**src/rtl/aesp_pkg.sv**
```systemverilog
// ----------------------------------------------------------------------------
// aesp_pkg: shared types and constants of the ANSI escape sequence parser
// Parser states, event kinds, byte codes and the registered result layout.
// ----------------------------------------------------------------------------
`default_nettype none

package aesp_pkg;

  typedef enum logic [2:0] {
    MODE_GROUND = 3'd0,
    MODE_ESC    = 3'd1,
    MODE_ENTRY  = 3'd2,
    MODE_PARAM  = 3'd3,
    MODE_INTER  = 3'd4
  } mode_e;

  typedef enum logic [1:0] {
    KIND_CHAR   = 2'd0,
    KIND_CURSOR = 2'd1,
    KIND_CSI    = 2'd2,
    KIND_ERROR  = 2'd3
  } kind_e;

  localparam logic [7:0] BYTE_ESC      = 8'h1B;
  localparam logic [7:0] BYTE_CSI      = 8'h9B;
  localparam logic [7:0] BYTE_LBRACKET = 8'h5B;
  localparam logic [7:0] BYTE_SEP      = 8'h3B;
  localparam logic [7:0] BYTE_DIGIT_LO = 8'h30;
  localparam logic [7:0] BYTE_DIGIT_HI = 8'h39;
  localparam logic [7:0] BYTE_LEAD_LO  = 8'h3C;
  localparam logic [7:0] BYTE_LEAD_HI  = 8'h3F;
  localparam logic [7:0] BYTE_INTER_LO = 8'h20;
  localparam logic [7:0] BYTE_INTER_HI = 8'h2F;
  localparam logic [7:0] BYTE_FINAL_LO = 8'h40;
  localparam logic [7:0] BYTE_FINAL_HI = 8'h7E;
  localparam logic [7:0] BYTE_DEL      = 8'h7F;
  localparam logic [7:0] BYTE_UP       = 8'h41;
  localparam logic [7:0] BYTE_LEFT     = 8'h44;

  localparam int unsigned TDATA_W = 72;

  typedef struct packed {
    kind_e       event_kind;
    logic [7:0]  char_code;
    logic [1:0]  cursor_dir;
    logic [6:0]  final_byte;
    logic [15:0] first_param;
    logic [15:0] second_param;
    logic [4:0]  param_total;
    logic [2:0]  inter_total;
    logic [5:0]  leader_byte;
    logic [2:0]  error_mode;
  } result_t;

  // Decimal accumulate: value * 10 + digit, held at 65535.
  function automatic logic [15:0] dec_accum(input logic [15:0] value,
                                            input logic [3:0]  digit);
    logic [19:0] sum;
    sum = {1'b0, value, 3'b000} + {3'b000, value, 1'b0} + {16'd0, digit};
    if (sum > 20'd65535) begin
      dec_accum = 16'hFFFF;
    end else begin
      dec_accum = sum[15:0];
    end
  endfunction

endpackage

`default_nettype wire

```
**src/rtl/ansi_escape_sequence_parser_unit.sv**
```systemverilog
// ----------------------------------------------------------------------------
// ansi_escape_sequence_parser_unit: VT100/ANSI CSI escape sequence parser
// Parses a terminal byte stream and reports characters, CSI events and errors.
// ----------------------------------------------------------------------------
//  channel | direction | tdata                         | tuser
//  s_axis  | in        | [7:0] in_byte                 | -
//  m_axis  | out       | see port comment (72 bits)    | [1:0] event_kind
//
// One item per cycle is sustained unless a stalled result holds back an event;
// a byte waits in the input register and its event enters the result register
// when the byte is processed. The parser state update is the only loop.
// Reset puts the parser in ground with all counters and parameters cleared.
// A stalled result blocks only bytes that produce a new event; bytes that
// produce none still pass through the parser.
`default_nettype none

module ansi_escape_sequence_parser_unit
  import aesp_pkg::*;
#(
  parameter int unsigned MAX_PARAMS = 16,
  parameter int unsigned MAX_INTERS = 4
) (
  input  wire logic               clk_i,
  input  wire logic               rst_ni,
  input  wire logic               s_axis_tvalid,
  output logic                    s_axis_tready,
  input  wire logic [7:0]         s_axis_tdata,   // [7:0] in_byte
  output logic                    m_axis_tvalid,
  input  wire logic               m_axis_tready,
  // [7:0] char_code, [9:8] cursor_dir, [16:10] final_byte,
  // [32:17] first_param, [48:33] second_param, [53:49] param_total,
  // [56:54] inter_total, [62:57] leader_byte, [65:63] error_mode, rest zero
  output logic [TDATA_W-1:0]      m_axis_tdata,
  output logic [1:0]              m_axis_tuser    // [1:0] event_kind
);

  localparam int unsigned PCW = $clog2(MAX_PARAMS + 1);
  localparam int unsigned ICW = $clog2(MAX_INTERS + 1);

  // Input register
  logic       in_vld_q, in_vld_d;
  logic [7:0] byte_q, byte_d;

  // Parser state
  mode_e          mode_q, mode_d, mode_nx;
  logic [15:0]    p0_q, p0_d, p1_q, p1_d;
  logic [PCW-1:0] pcnt_q, pcnt_d;
  logic           pover_q, pover_d;
  logic [ICW-1:0] icnt_q, icnt_d;
  logic           iover_q, iover_d;
  logic [5:0]     lead_q, lead_d;

  // Result register
  logic    out_vld_q, out_vld_d;
  result_t res_q, res_d;

  // Step decode
  result_t        res_c;
  logic           has_res, proc;
  logic           clr_en, dig_en, sep_en, int_en, lead_en, cnt1_en;
  logic           is_digit, is_leader, is_inter, is_final, is_esc_fin;
  logic [PCW-1:0] pcnt_eff;
  logic [PCW-1:0] dig_cnt;
  logic [31:0]    pt_wide, it_wide;

  assign is_digit   = (byte_q >= BYTE_DIGIT_LO) && (byte_q <= BYTE_DIGIT_HI);
  assign is_leader  = (byte_q >= BYTE_LEAD_LO) && (byte_q <= BYTE_LEAD_HI);
  assign is_inter   = (byte_q >= BYTE_INTER_LO) && (byte_q <= BYTE_INTER_HI);
  assign is_final   = (byte_q >= BYTE_FINAL_LO) && (byte_q <= BYTE_FINAL_HI);
  assign is_esc_fin = (byte_q >= BYTE_DIGIT_LO) && (byte_q <= BYTE_DEL);

  // A finished sequence always reports at least one parameter.
  assign pcnt_eff = (pcnt_q == '0) ? PCW'(1) : pcnt_q;
  assign pt_wide  = 32'(pcnt_eff);
  assign it_wide  = 32'(icnt_q);

  // Next-state logic
  always_comb begin
    case (mode_q)
      MODE_GROUND: begin
        if (byte_q == BYTE_ESC) begin
          mode_nx = MODE_ESC;
        end else if (byte_q == BYTE_CSI) begin
          mode_nx = MODE_ENTRY;
        end else begin
          mode_nx = MODE_GROUND;
        end
      end
      MODE_ESC: begin
        mode_nx = (byte_q == BYTE_LBRACKET) ? MODE_ENTRY : MODE_GROUND;
      end
      MODE_ENTRY: begin
        if (is_leader || is_digit) begin
          mode_nx = MODE_PARAM;
        end else if (is_inter) begin
          mode_nx = MODE_INTER;
        end else begin
          mode_nx = MODE_GROUND;
        end
      end
      MODE_PARAM: begin
        if (is_digit || byte_q == BYTE_SEP) begin
          mode_nx = MODE_PARAM;
        end else if (is_inter) begin
          mode_nx = MODE_INTER;
        end else begin
          mode_nx = MODE_GROUND;
        end
      end
      MODE_INTER: begin
        mode_nx = is_inter ? MODE_INTER : MODE_GROUND;
      end
      default: begin
        mode_nx = MODE_GROUND;
      end
    endcase
  end

  // Output and datapath control for the byte in the input register
  always_comb begin
    res_c   = '0;
    has_res = 1'b0;
    clr_en  = 1'b0;
    dig_en  = 1'b0;
    sep_en  = 1'b0;
    int_en  = 1'b0;
    lead_en = 1'b0;
    cnt1_en = 1'b0;
    case (mode_q)
      MODE_GROUND: begin
        if (byte_q == BYTE_CSI) begin
          clr_en = 1'b1;
        end else if (byte_q != BYTE_ESC) begin
          has_res         = 1'b1;
          res_c.event_kind = KIND_CHAR;
          res_c.char_code  = byte_q;
        end
      end
      MODE_ESC: begin
        if (byte_q == BYTE_LBRACKET) begin
          clr_en = 1'b1;
        end else if (!is_esc_fin) begin
          has_res = 1'b1;
        end
      end
      MODE_ENTRY: begin
        if (is_leader) begin
          lead_en = 1'b1;
          cnt1_en = 1'b1;
        end else if (is_digit) begin
          cnt1_en = 1'b1;
          dig_en  = 1'b1;
        end else if (is_inter) begin
          int_en = 1'b1;
        end else begin
          // DEL ends a sequence here, but in no other state.
          has_res = 1'b1;
        end
      end
      MODE_PARAM: begin
        if (is_digit) begin
          dig_en = 1'b1;
        end else if (byte_q == BYTE_SEP) begin
          sep_en = 1'b1;
        end else if (is_inter) begin
          int_en = 1'b1;
        end else begin
          has_res = 1'b1;
        end
      end
      MODE_INTER: begin
        if (is_inter) begin
          int_en = 1'b1;
        end else begin
          has_res = 1'b1;
        end
      end
      default: begin
        has_res = 1'b1;
      end
    endcase

    // Fill in the sequence or error fields for a closing byte.
    if (has_res && mode_q != MODE_GROUND) begin
      if ((mode_q == MODE_ENTRY && (is_final || byte_q == BYTE_DEL)) ||
          ((mode_q == MODE_PARAM || mode_q == MODE_INTER) && is_final)) begin
        if (byte_q >= BYTE_UP && byte_q <= BYTE_LEFT) begin
          res_c.event_kind = KIND_CURSOR;
          res_c.cursor_dir = byte_q[1:0] - 2'd1;
        end else begin
          res_c.event_kind = KIND_CSI;
        end
        res_c.final_byte   = byte_q[6:0];
        res_c.first_param  = p0_q;
        res_c.second_param = p1_q;
        res_c.param_total  = pt_wide[4:0];
        res_c.inter_total  = it_wide[2:0];
        res_c.leader_byte  = lead_q;
      end else begin
        res_c.event_kind = KIND_ERROR;
        res_c.char_code  = byte_q;
        res_c.error_mode = mode_q;
      end
    end
  end

  // Handshake: a byte moves on unless it makes an event and the result
  // register is full and stalled.
  assign proc          = in_vld_q && (!has_res || !out_vld_q || m_axis_tready);
  assign s_axis_tready = !in_vld_q || proc;

  assign dig_cnt = (cnt1_en || pcnt_q == '0) ? PCW'(1) : pcnt_q;

  always_comb begin
    in_vld_d  = in_vld_q;
    byte_d    = byte_q;
    mode_d    = mode_q;
    p0_d      = p0_q;
    p1_d      = p1_q;
    pcnt_d    = pcnt_q;
    pover_d   = pover_q;
    icnt_d    = icnt_q;
    iover_d   = iover_q;
    lead_d    = lead_q;
    out_vld_d = out_vld_q;
    res_d     = res_q;

    if (s_axis_tready) begin
      in_vld_d = s_axis_tvalid;
      byte_d   = s_axis_tdata;
    end

    if (m_axis_tready) begin
      out_vld_d = 1'b0;
    end

    if (proc) begin
      mode_d = mode_nx;
      if (has_res) begin
        out_vld_d = 1'b1;
        res_d     = res_c;
      end
      if (clr_en) begin
        p0_d    = '0;
        p1_d    = '0;
        pcnt_d  = '0;
        pover_d = 1'b0;
        icnt_d  = '0;
        iover_d = 1'b0;
        lead_d  = '0;
      end else begin
        if (cnt1_en) begin
          pcnt_d = PCW'(1);
        end
        if (lead_en) begin
          lead_d = byte_q[5:0];
        end
        if (dig_en && !pover_q) begin
          pcnt_d = dig_cnt;
          // Only the first two parameters are reported.
          if (dig_cnt == PCW'(1)) begin
            p0_d = dec_accum(p0_q, byte_q[3:0]);
          end else if (dig_cnt == PCW'(2)) begin
            p1_d = dec_accum(p1_q, byte_q[3:0]);
          end
        end
        if (sep_en) begin
          if (pcnt_q < PCW'(MAX_PARAMS)) begin
            pcnt_d = pcnt_q + PCW'(1);
          end else begin
            pover_d = 1'b1;
          end
        end
        if (int_en && !iover_q) begin
          if (icnt_q < ICW'(MAX_INTERS)) begin
            icnt_d = icnt_q + ICW'(1);
          end else begin
            iover_d = 1'b1;
          end
        end
      end
    end
  end

  always_ff @(posedge clk_i or negedge rst_ni) begin
    if (!rst_ni) begin
      in_vld_q  <= 1'b0;
      out_vld_q <= 1'b0;
      mode_q    <= MODE_GROUND;
      p0_q      <= '0;
      p1_q      <= '0;
      pcnt_q    <= '0;
      pover_q   <= 1'b0;
      icnt_q    <= '0;
      iover_q   <= 1'b0;
      lead_q    <= '0;
    end else begin
      in_vld_q  <= in_vld_d;
      out_vld_q <= out_vld_d;
      mode_q    <= mode_d;
      p0_q      <= p0_d;
      p1_q      <= p1_d;
      pcnt_q    <= pcnt_d;
      pover_q   <= pover_d;
      icnt_q    <= icnt_d;
      iover_q   <= iover_d;
      lead_q    <= lead_d;
    end
  end

  always_ff @(posedge clk_i) begin
    byte_q <= byte_d;
    res_q  <= res_d;
  end

  assign m_axis_tvalid = out_vld_q;
  assign m_axis_tuser  = res_q.event_kind;
  assign m_axis_tdata  = {6'd0, res_q.error_mode, res_q.leader_byte, res_q.inter_total,
                          res_q.param_total, res_q.second_param, res_q.first_param,
                          res_q.final_byte, res_q.cursor_dir, res_q.char_code};

  // Assertions

  a_pcnt_bound: assert property (@(posedge clk_i) disable iff (!rst_ni)
    pcnt_q <= PCW'(MAX_PARAMS))
    else $error("parameter count above its limit");

  a_icnt_bound: assert property (@(posedge clk_i) disable iff (!rst_ni)
    icnt_q <= ICW'(MAX_INTERS))
    else $error("intermediate count above its limit");

  a_char_pass: assert property (@(posedge clk_i) disable iff (!rst_ni)
    proc && mode_q == MODE_GROUND && byte_q != BYTE_ESC && byte_q != BYTE_CSI
    |=> m_axis_tvalid && m_axis_tuser == KIND_CHAR)
    else $error("plain character in ground did not produce a character event");

  a_stall_hold: assert property (@(posedge clk_i) disable iff (!rst_ni)
    !s_axis_tready |-> in_vld_q && has_res && out_vld_q)
    else $error("input stalled without a blocked event");

  a_clear_entry: assert property (@(posedge clk_i) disable iff (!rst_ni)
    proc && clr_en |=> mode_q == MODE_ENTRY && pcnt_q == '0 && icnt_q == '0)
    else $error("sequence state not cleared on entry");

endmodule

`default_nettype wire

```
**config.mk**
```make
export PLATFORM = sky130hd
export DESIGN_NAME = ansi_escape_sequence_parser_unit
export DESIGN_NICKNAME = d
export VERILOG_FILES = /design/src/rtl/aesp_pkg.sv /design/src/rtl/ansi_escape_sequence_parser_unit.sv
export SDC_FILE = /design/constraint.sdc
export NUM_CORES = 1
export LEC_CHECK = 0
export ABC_AREA = 1
export BUFFER_PORTS_ARGS = -buffer_cell sky130_fd_sc_hd__buf_2
export CAP_MARGIN = 20
export CORE_UTILIZATION = 54
export DETAILED_ROUTE_END_ITERATION = 8
export GPL_TIMING_DRIVEN = 0
export HOLD_SLACK_MARGIN = 0.03
export PLACE_DENSITY = 0.77
export SLEW_MARGIN = 10
export SYNTH_ARGS = -nofsm -noshare
export SYNTH_HDL_FRONTEND = slang
export SYNTH_SLANG_ARGS = --single-unit
```
**constraint.sdc**
```tcl
create_clock -name clk_i -period 3.9 [get_ports clk_i]
set_input_delay 0.195 -clock clk_i [delete_from_list [all_inputs] [get_ports clk_i]]
set_output_delay 0.195 -clock clk_i [all_outputs]
set_load 0.05 [all_outputs]
```
# [Word-level counts from Yosys, hierarchy flattened]
# Index checks and enable logic that the tools add are counted.
[op_classes] muxes=76 bitwise=2 n_eq_ne=15 add_sub_neg=7 n_lt_le_gt_ge=15 reduce_logical=47
[ops] cell="two-way mux 16 bit" n=9
[ops] cell="two-way mux 68 bit" n=1
[ops] cell="two-way mux 55 bit" n=1
[ops] cell="adder 19 x 17 -> 20 bit" n=2
[ops] cell="adder 20 x 4 -> 20 bit" n=2
[ops] cell="greater-than comparator 20 x 16 -> 1 bit, second input constant" n=2
[ops] cell="two-way mux 5 bit" n=7
[ops] cell="two-way mux 1 bit" n=34
[ops] cell="two-way mux 8 bit" n=4
[ops] cell=">= comparator 8 x 6 -> 1 bit, second input constant" n=3
[ops] cell="<= comparator 8 x 6 -> 1 bit, second input constant" n=3
[ops] cell="<= comparator 8 x 7 -> 1 bit, second input constant" n=3
[ops] cell="two-way mux 3 bit" n=7
[ops] cell="== test 8 x 7 -> 1 bit, second input constant" n=2
[ops] cell=">= comparator 8 x 7 -> 1 bit, second input constant" n=2
[ops] cell="case mux 3 bit (5 select lines)" n=1
[ops] cell="AND reduction 3 bit" n=5
[ops] cell="nonzero test 2 bit" n=7
[ops] cell="logical AND 1 bit" n=12
[ops] cell="two-way mux 2 bit" n=6
[ops] cell="two-way mux 6 bit" n=2
[ops] cell="logical OR 1 bit" n=9
[ops] cell="== test 8 x 5 -> 1 bit, second input constant" n=1
[ops] cell="== test 8 x 6 -> 1 bit, second input constant" n=1
[ops] cell="other kinds (25)" n=36
[totals] register_bits=129 output_inout_bits=76

# [Logic depth before layout (Yosys ltp)]
[logic_depth] ltp_word=12 depth_mapped=16

# [Worst setup path before layout]
# OpenSTA, ideal clock, no wires.
[synth_timing] path_kind="flip-flop to flip-flop" start="reg byte_q[0]" end="reg res_q (netlist bit m_axis_tdata[0]), enable pin" setup_time_ns=0.422 path_buffers=1 path_stages_with_launch=13 arrival_time_ns=3.062 period_less_slack_ns=3.484 path_slack_ns=0.416 path_cell_list="edfxtp_1 > inv_1 > ha_1 > nand3b_1 > nand3_2 > nand2_1 > nand3_1 > nand2_1 > nand2_4 > a21boi_1 > buf_4 > nand2_1 > inv_1"
[synth_between] elab_chain_len=11 elab_cells_between_ends=30
[synth_rtl] element="start: declaration" line="ansi_escape_sequence_parser_unit.sv:42" text="logic [7:0] byte_q, byte_d;"
[synth_rtl] element="start signal: assignment" line="ansi_escape_sequence_parser_unit.sv:312" text="byte_q <= byte_d;"
[synth_rtl] element=">= comparator 8 x 6 -> 1 bit / <= comparator 8 x 6 -> 1 bit (equally long branches)" line="ansi_escape_sequence_parser_unit.sv:68" text="assign is_inter = (byte_q >= BYTE_INTER_LO) && (byte_q <= BYTE_INTER_HI);"
[synth_rtl] element="logical AND 1 bit" line="ansi_escape_sequence_parser_unit.sv:68"
[synth_rtl] element="two-way mux 1 bit" line="ansi_escape_sequence_parser_unit.sv:153, ansi_escape_sequence_parser_unit.sv:165, ansi_escape_sequence_parser_unit.sv:172"
[synth_rtl] element="two-way mux 1 bit (on tied branches)" line="ansi_escape_sequence_parser_unit.sv:163, ansi_escape_sequence_parser_unit.sv:150"
[synth_rtl] element="two-way mux 1 bit (on tied branches)" line="ansi_escape_sequence_parser_unit.sv:161, ansi_escape_sequence_parser_unit.sv:147"
[synth_rtl] element="case mux 1 bit (5 select lines) *" line="ansi_escape_sequence_parser_unit.sv:129" text="case (mode_q)"
[synth_rtl] element="zero test 1 bit" line="ansi_escape_sequence_parser_unit.sv:209" text="assign proc = in_vld_q && (!has_res || !out_vld_q || m_axis_tready);"
[synth_rtl] element="logical OR 1 bit (2 in series)" line="ansi_escape_sequence_parser_unit.sv:209"
[synth_rtl] element="logical AND 1 bit" line="ansi_escape_sequence_parser_unit.sv:209"
[synth_rtl] element="AND reduction 2 bit (no source line) *"
[synth_rtl] element="end signal: assignment" line="ansi_escape_sequence_parser_unit.sv:313" text="res_q <= res_d;"
[synth_rtl] element="end: declaration" line="ansi_escape_sequence_parser_unit.sv:55" text="result_t res_q, res_d;"
# Mark *: on every way between the ends. The rest lies on a longest branch, timed or not.
# A chain may end at the register's enable or synchronous reset.

# [Final worst setup path]
[layout_timing] start="reg byte_q[0]" end="reg res_q (netlist bit m_axis_tdata[8]), enable pin"
# Same word-level chain as after synthesis.

==> results list <==
- The flow ran to the end, and the final reports show no timing, DRC or antenna violations.
- The initial antenna violation count is 0.
- Transition time at the pin with the least slew margin: 0.817 ns
* R2r setup slk: 0.60 ns
- Setup total negative slack on the finished layout was measured at 0 ns.
* Asr flop ratio synth: 41.1%
- Data arrives at the worst endpoint at 3.34 ns.
- Top cell types by occurrence after synthesis: nand2_1, nor2_1, inv_1
* Worst R2R Start: byte_q[0]$_DFFE_PP_
- In this run the vertical extent of the chip is 124 µm.
- The largest single stage delay on the critical path is 0.60 ns.
- After synthesis, the largest area contributor takes up 28.5% of total cell area.
- Synthesized netlist cell count: 966
- # port buffers: 81
- Dividing the detail-routed via count by the number of cells gives 5.24.
* Synth top area cells: edfxtp_1, dfrtp_1, nand2_1
- R2r endpoint: m_axis_tdata[8]$_SDFFCE_PN0P_
- The tool flagged a number of max-cap violations equal to 0.
- Clk network pwr share: 41.5%
- Number of warnings printed during yosys synthesis: 0
- Average detailed-routed wire length per instance: 13.9 µm
- The largest total area in the synthesized netlist belongs to edfxtp_1.
- The floorplan has 44 rows.
* Total of endpoints with negative setup slack in the final report: 0
- In this run the tightest slew margin relative to its limit is 45.6%.
- Part of the power in registers: 41.4%
* Min Hold Slack: 0.310 ns
* Count of unique library cells instantiated by Yosys: 43
- Global routing used 24.7% of the available tracks across all layers.
- In this run the remaining antenna-violating nets after routing total 0.
- Summed over all layers, the routed wires come to 17.8 mm.
- Number of buffers created by CTS: 17
- Buffers inserted during post-CTS setup optimization: 0
- Counting every sink on the clock net gives 129.
- In this run the worst path has a maximum fanout of 68.
- The most critical setup path has its startpoint at byte_q[0]$_DFFE_PP_.
- Buffers inserted to repair hold after CTS numbered 11.
- Critical path capture point type: flop
- From left edge to right edge, the die measures 124 µm.
* Number of synthesized register bits: 129
- Once the floorplan was initialized, standard cells occupied 55.2% of the core.
* Data required time at the worst endpoint: 3.94 ns
* RSZ-0062 raised after global routing: false
* Switching share of power: 29.5%
- Post-route fraction of the period consumed by the critical path: 84.7%
* R2r worst-path depth: 12
* RD Place Congestion: 0.910
* Maximum level of the CTS H-tree: 4
- For this run, the register share of the synthesized area comes to 45.0%.
- The post-route netlist has 15.4% of its cells at a drive strength greater than 1.
* Boundary pin count: 88
- Per-instance average area after synthesis: 8.30 µm²
- EDFF count, synth: 76
- Kind of start point of the critical path: flop
- Clock-pin slew on the worst setup and hold paths: 0.05 ns
- Max Root-Sink Buffers: 2
* HPWL Detailed: 13.4 mm
- Largest vdd supply drop: 0.281 mV
- For this block, the initial DRC count from the detailed router was 641.
- Path type of the worst min-delay path: in -> async
* Most common flop cell mapped by yosys: edfxtp_1
- TritonCTS clock tree: built
* Layout Area Growth over Synthesis: 17.8%
- The core region is 14500 µm².
* Most used cell, CP: nand2_1
- The first global-routing pass estimated 29.3 mm of wire.
- The later pin in the worst-skew pair is clocked with a latency of 0.41 ns.
* Clock skew after layout: 0.00811 ns
- Cell Chain, Critical Path: inv_1 -> ha_1 -> nand3b_1 -> nand3_2 -> nand2_1 -> nand3_1 -> nand2_1 -> nand2_4 -> a21boi_1 -> buf_4 -> nand2_1 -> inv_4
- Library cell used as clock root buffer: clkbuf_16
* Length of the first detailed-routing pass in iterations: 6
- Routed vias: 6712
- Derived from the worst setup path, the maximum achievable clock frequency is 303 MHz.
* CTS resizes: 0
- The die covers 15300 µm².
- Most repeated cell in the gate-level netlist after synthesis: nand2_1
- Number of global-route vias before repair: 6282
* Number of design rule violations left after detail routing: 0
- The analysis attributes to cell leakage a power of 4.84 nW.
- The analysis attributes to net switching a power of 1.18 mW.
- Standard cell with the maximum stage delay on the critical path: inv_4
- Category of the most critical setup path: reg -> reg
* Combinational share of power: 17.1%
* N_diodes: 0
- Total Nets Final: 1168
- Global routing finished with a remaining overflow of 0.
- Syn Std Cell Area: 8020 µm²
- Cells fill 65.0% of the core in the end.
- End point of the critical path: m_axis_tdata[8]$_SDFFCE_PN0P_
- Final number of max-transition violations: 0
- Internal Dissipation: 2.81 mW
- In this run the power density over the cells is 423 nW/µm².
- Final hold violation count: 0
- Crit path time final: 3.30 ns
- Entering global routing, the biggest net connects 69 pins.
[layout make-up]
| cell class | instances | area, µm² |
|---|---|---|
| clock inverters | 10 | 120 |
| flip-flops and latches | 129 | 3610 |
| fillers | 1191 | 5090 |
| inverters | 136 | 513 |
| repair buffers | 93 | 536 |
| multi-input cells | 685 | 3770 |
| well taps | 184 | 230 |
| plain buffers | 21 | 148 |
| clock buffers | 22 | 518 |
[cells in the final DEF (no fill, tap or decap), types with 2 or more instances in the layout]
master,netlist,routed
a21oi_1,42,42
and3_1,2,2
buf_2,4,85
buf_4,9,9
buf_6,4,4
bufinv_16,0,2
clkbuf_1,4,5
clkbuf_16,0,20
clkinv_2,0,2
clkinv_4,0,4
clkinvlp_4,0,2
conb_1,1,6
dfrtp_1,53,53
dlygate4sd3_1,0,11
edfxtp_1,76,76
fa_1,4,4
ha_1,69,69
inv_1,126,125
inv_2,9,9
nand2_1,255,255
nand2_2,4,4
nand2_4,2,2
nand3_1,53,53
nand3_2,4,4
nand3b_1,3,3
nand4_1,7,7
nor2_1,132,132
nor2_2,5,5
nor2_4,3,3
nor3_1,6,6
nor4_1,2,2
o21ai_0,35,35
o21ai_1,5,5
o21ai_2,8,8
or2_1,2,2
xnor2_1,14,14
xor2_1,11,11
[power by group through the flow]
stage / clock network [mW] / logic (mW) / registers [mW]
2_1_floorplan: 0 / 0.244 / 1.94
3_3_place_gp: 0 / 0.657 / 1.68
3_5_place_dp: 0 / 0.673 / 1.68
4_1_cts: 1.67 / 0.684 / 1.65
5_1_grt: 1.73 / 0.734 / 1.66
6_report: 1.66 / 0.682 / 1.65
[critical path, delay by kind of cell, from the launching register on]
kind / cells / cell delay (ns)
buffers and inverters: 3 / 1.11
AND/OR/NAND/NOR: 7 / 0.78
flip-flops: 1 / 0.50
AO/OA/AOI/OAI: 1 / 0.28
adder cells (fa/ha/maj): 1 / 0.22
[through the flow]
stage	setup WS (ns)	total power, mW	instances	cell area [µm²]
after floorplan	0.416	2.19	971	8040
after global placement	-0.512	2.33	1236	8670
after detailed placement	0.582	2.35	1237	8690
after CTS	0.566	4.01	1280	9440
after global routing	0.315	4.13	1280	9440
final	0.598	3.99	1280	9440
[state kept, by name, summed over array words and instances, names as in the netlist, 2 cells and up]
name / count
m_axis_tuser: 2
p0_q: 16
p1_q: 16
lead_q: 6
byte_q: 8
mode_q: 3
icnt_q: 3
m_axis_tdata: 66
pcnt_q: 5
[cells by family (layout without fill, tap and decap cells)]
kind of cell / Yosys count / in the layout / share of synthesized area, %
flip-flops: 129 / 129 / 45.0
other: 1 / 6 / 0.0468
adder cells (fa/ha/maj): 73 / 73 / 11.8
buffers and inverters: 157 / 282 / 8.21
AND/OR/NAND/NOR: 485 / 485 / 25.7
AO/OA/AOI/OAI: 96 / 96 / 6.59
XOR/XNOR: 25 / 25 / 2.73
[worst min path at each step]
stage | startpoint | depth (start not counted) | endpoint | slack (ns)
6_report | rst_ni | 2 | mode_q[2]$_DFFE_PN0P_ | 0.31
5_1_grt | rst_ni | 2 | pcnt_q[1]$_DFFE_PN0P_ | 0.40
4_1_cts | rst_ni | 2 | mode_q[0]$_DFFE_PN0P_ | 0.33
3_5_place_dp | rst_ni | 1 | mode_q[2]$_DFFE_PN0P_ | 0.22
3_3_place_gp | s_axis_tdata[0] | 1 | byte_q[0]$_DFFE_PP_ | 0.37
2_1_floorplan | rst_ni | 0 | icnt_q[0]$_DFFE_PN0P_ | -0.10
[per-layer routing]
metal	track usage (%)	routed length, µm	share of wire [%]	vias to the layer above
met2	41.3	8640	49	218
li1	-	-	-	3352
met5	0	0	0	-
met1	32.3	7880	44	3105
met4	10.1	432	2.4	0
met3	3.25	816	4.6	37
Note: power is estimated with default switching activity, not from simulation.
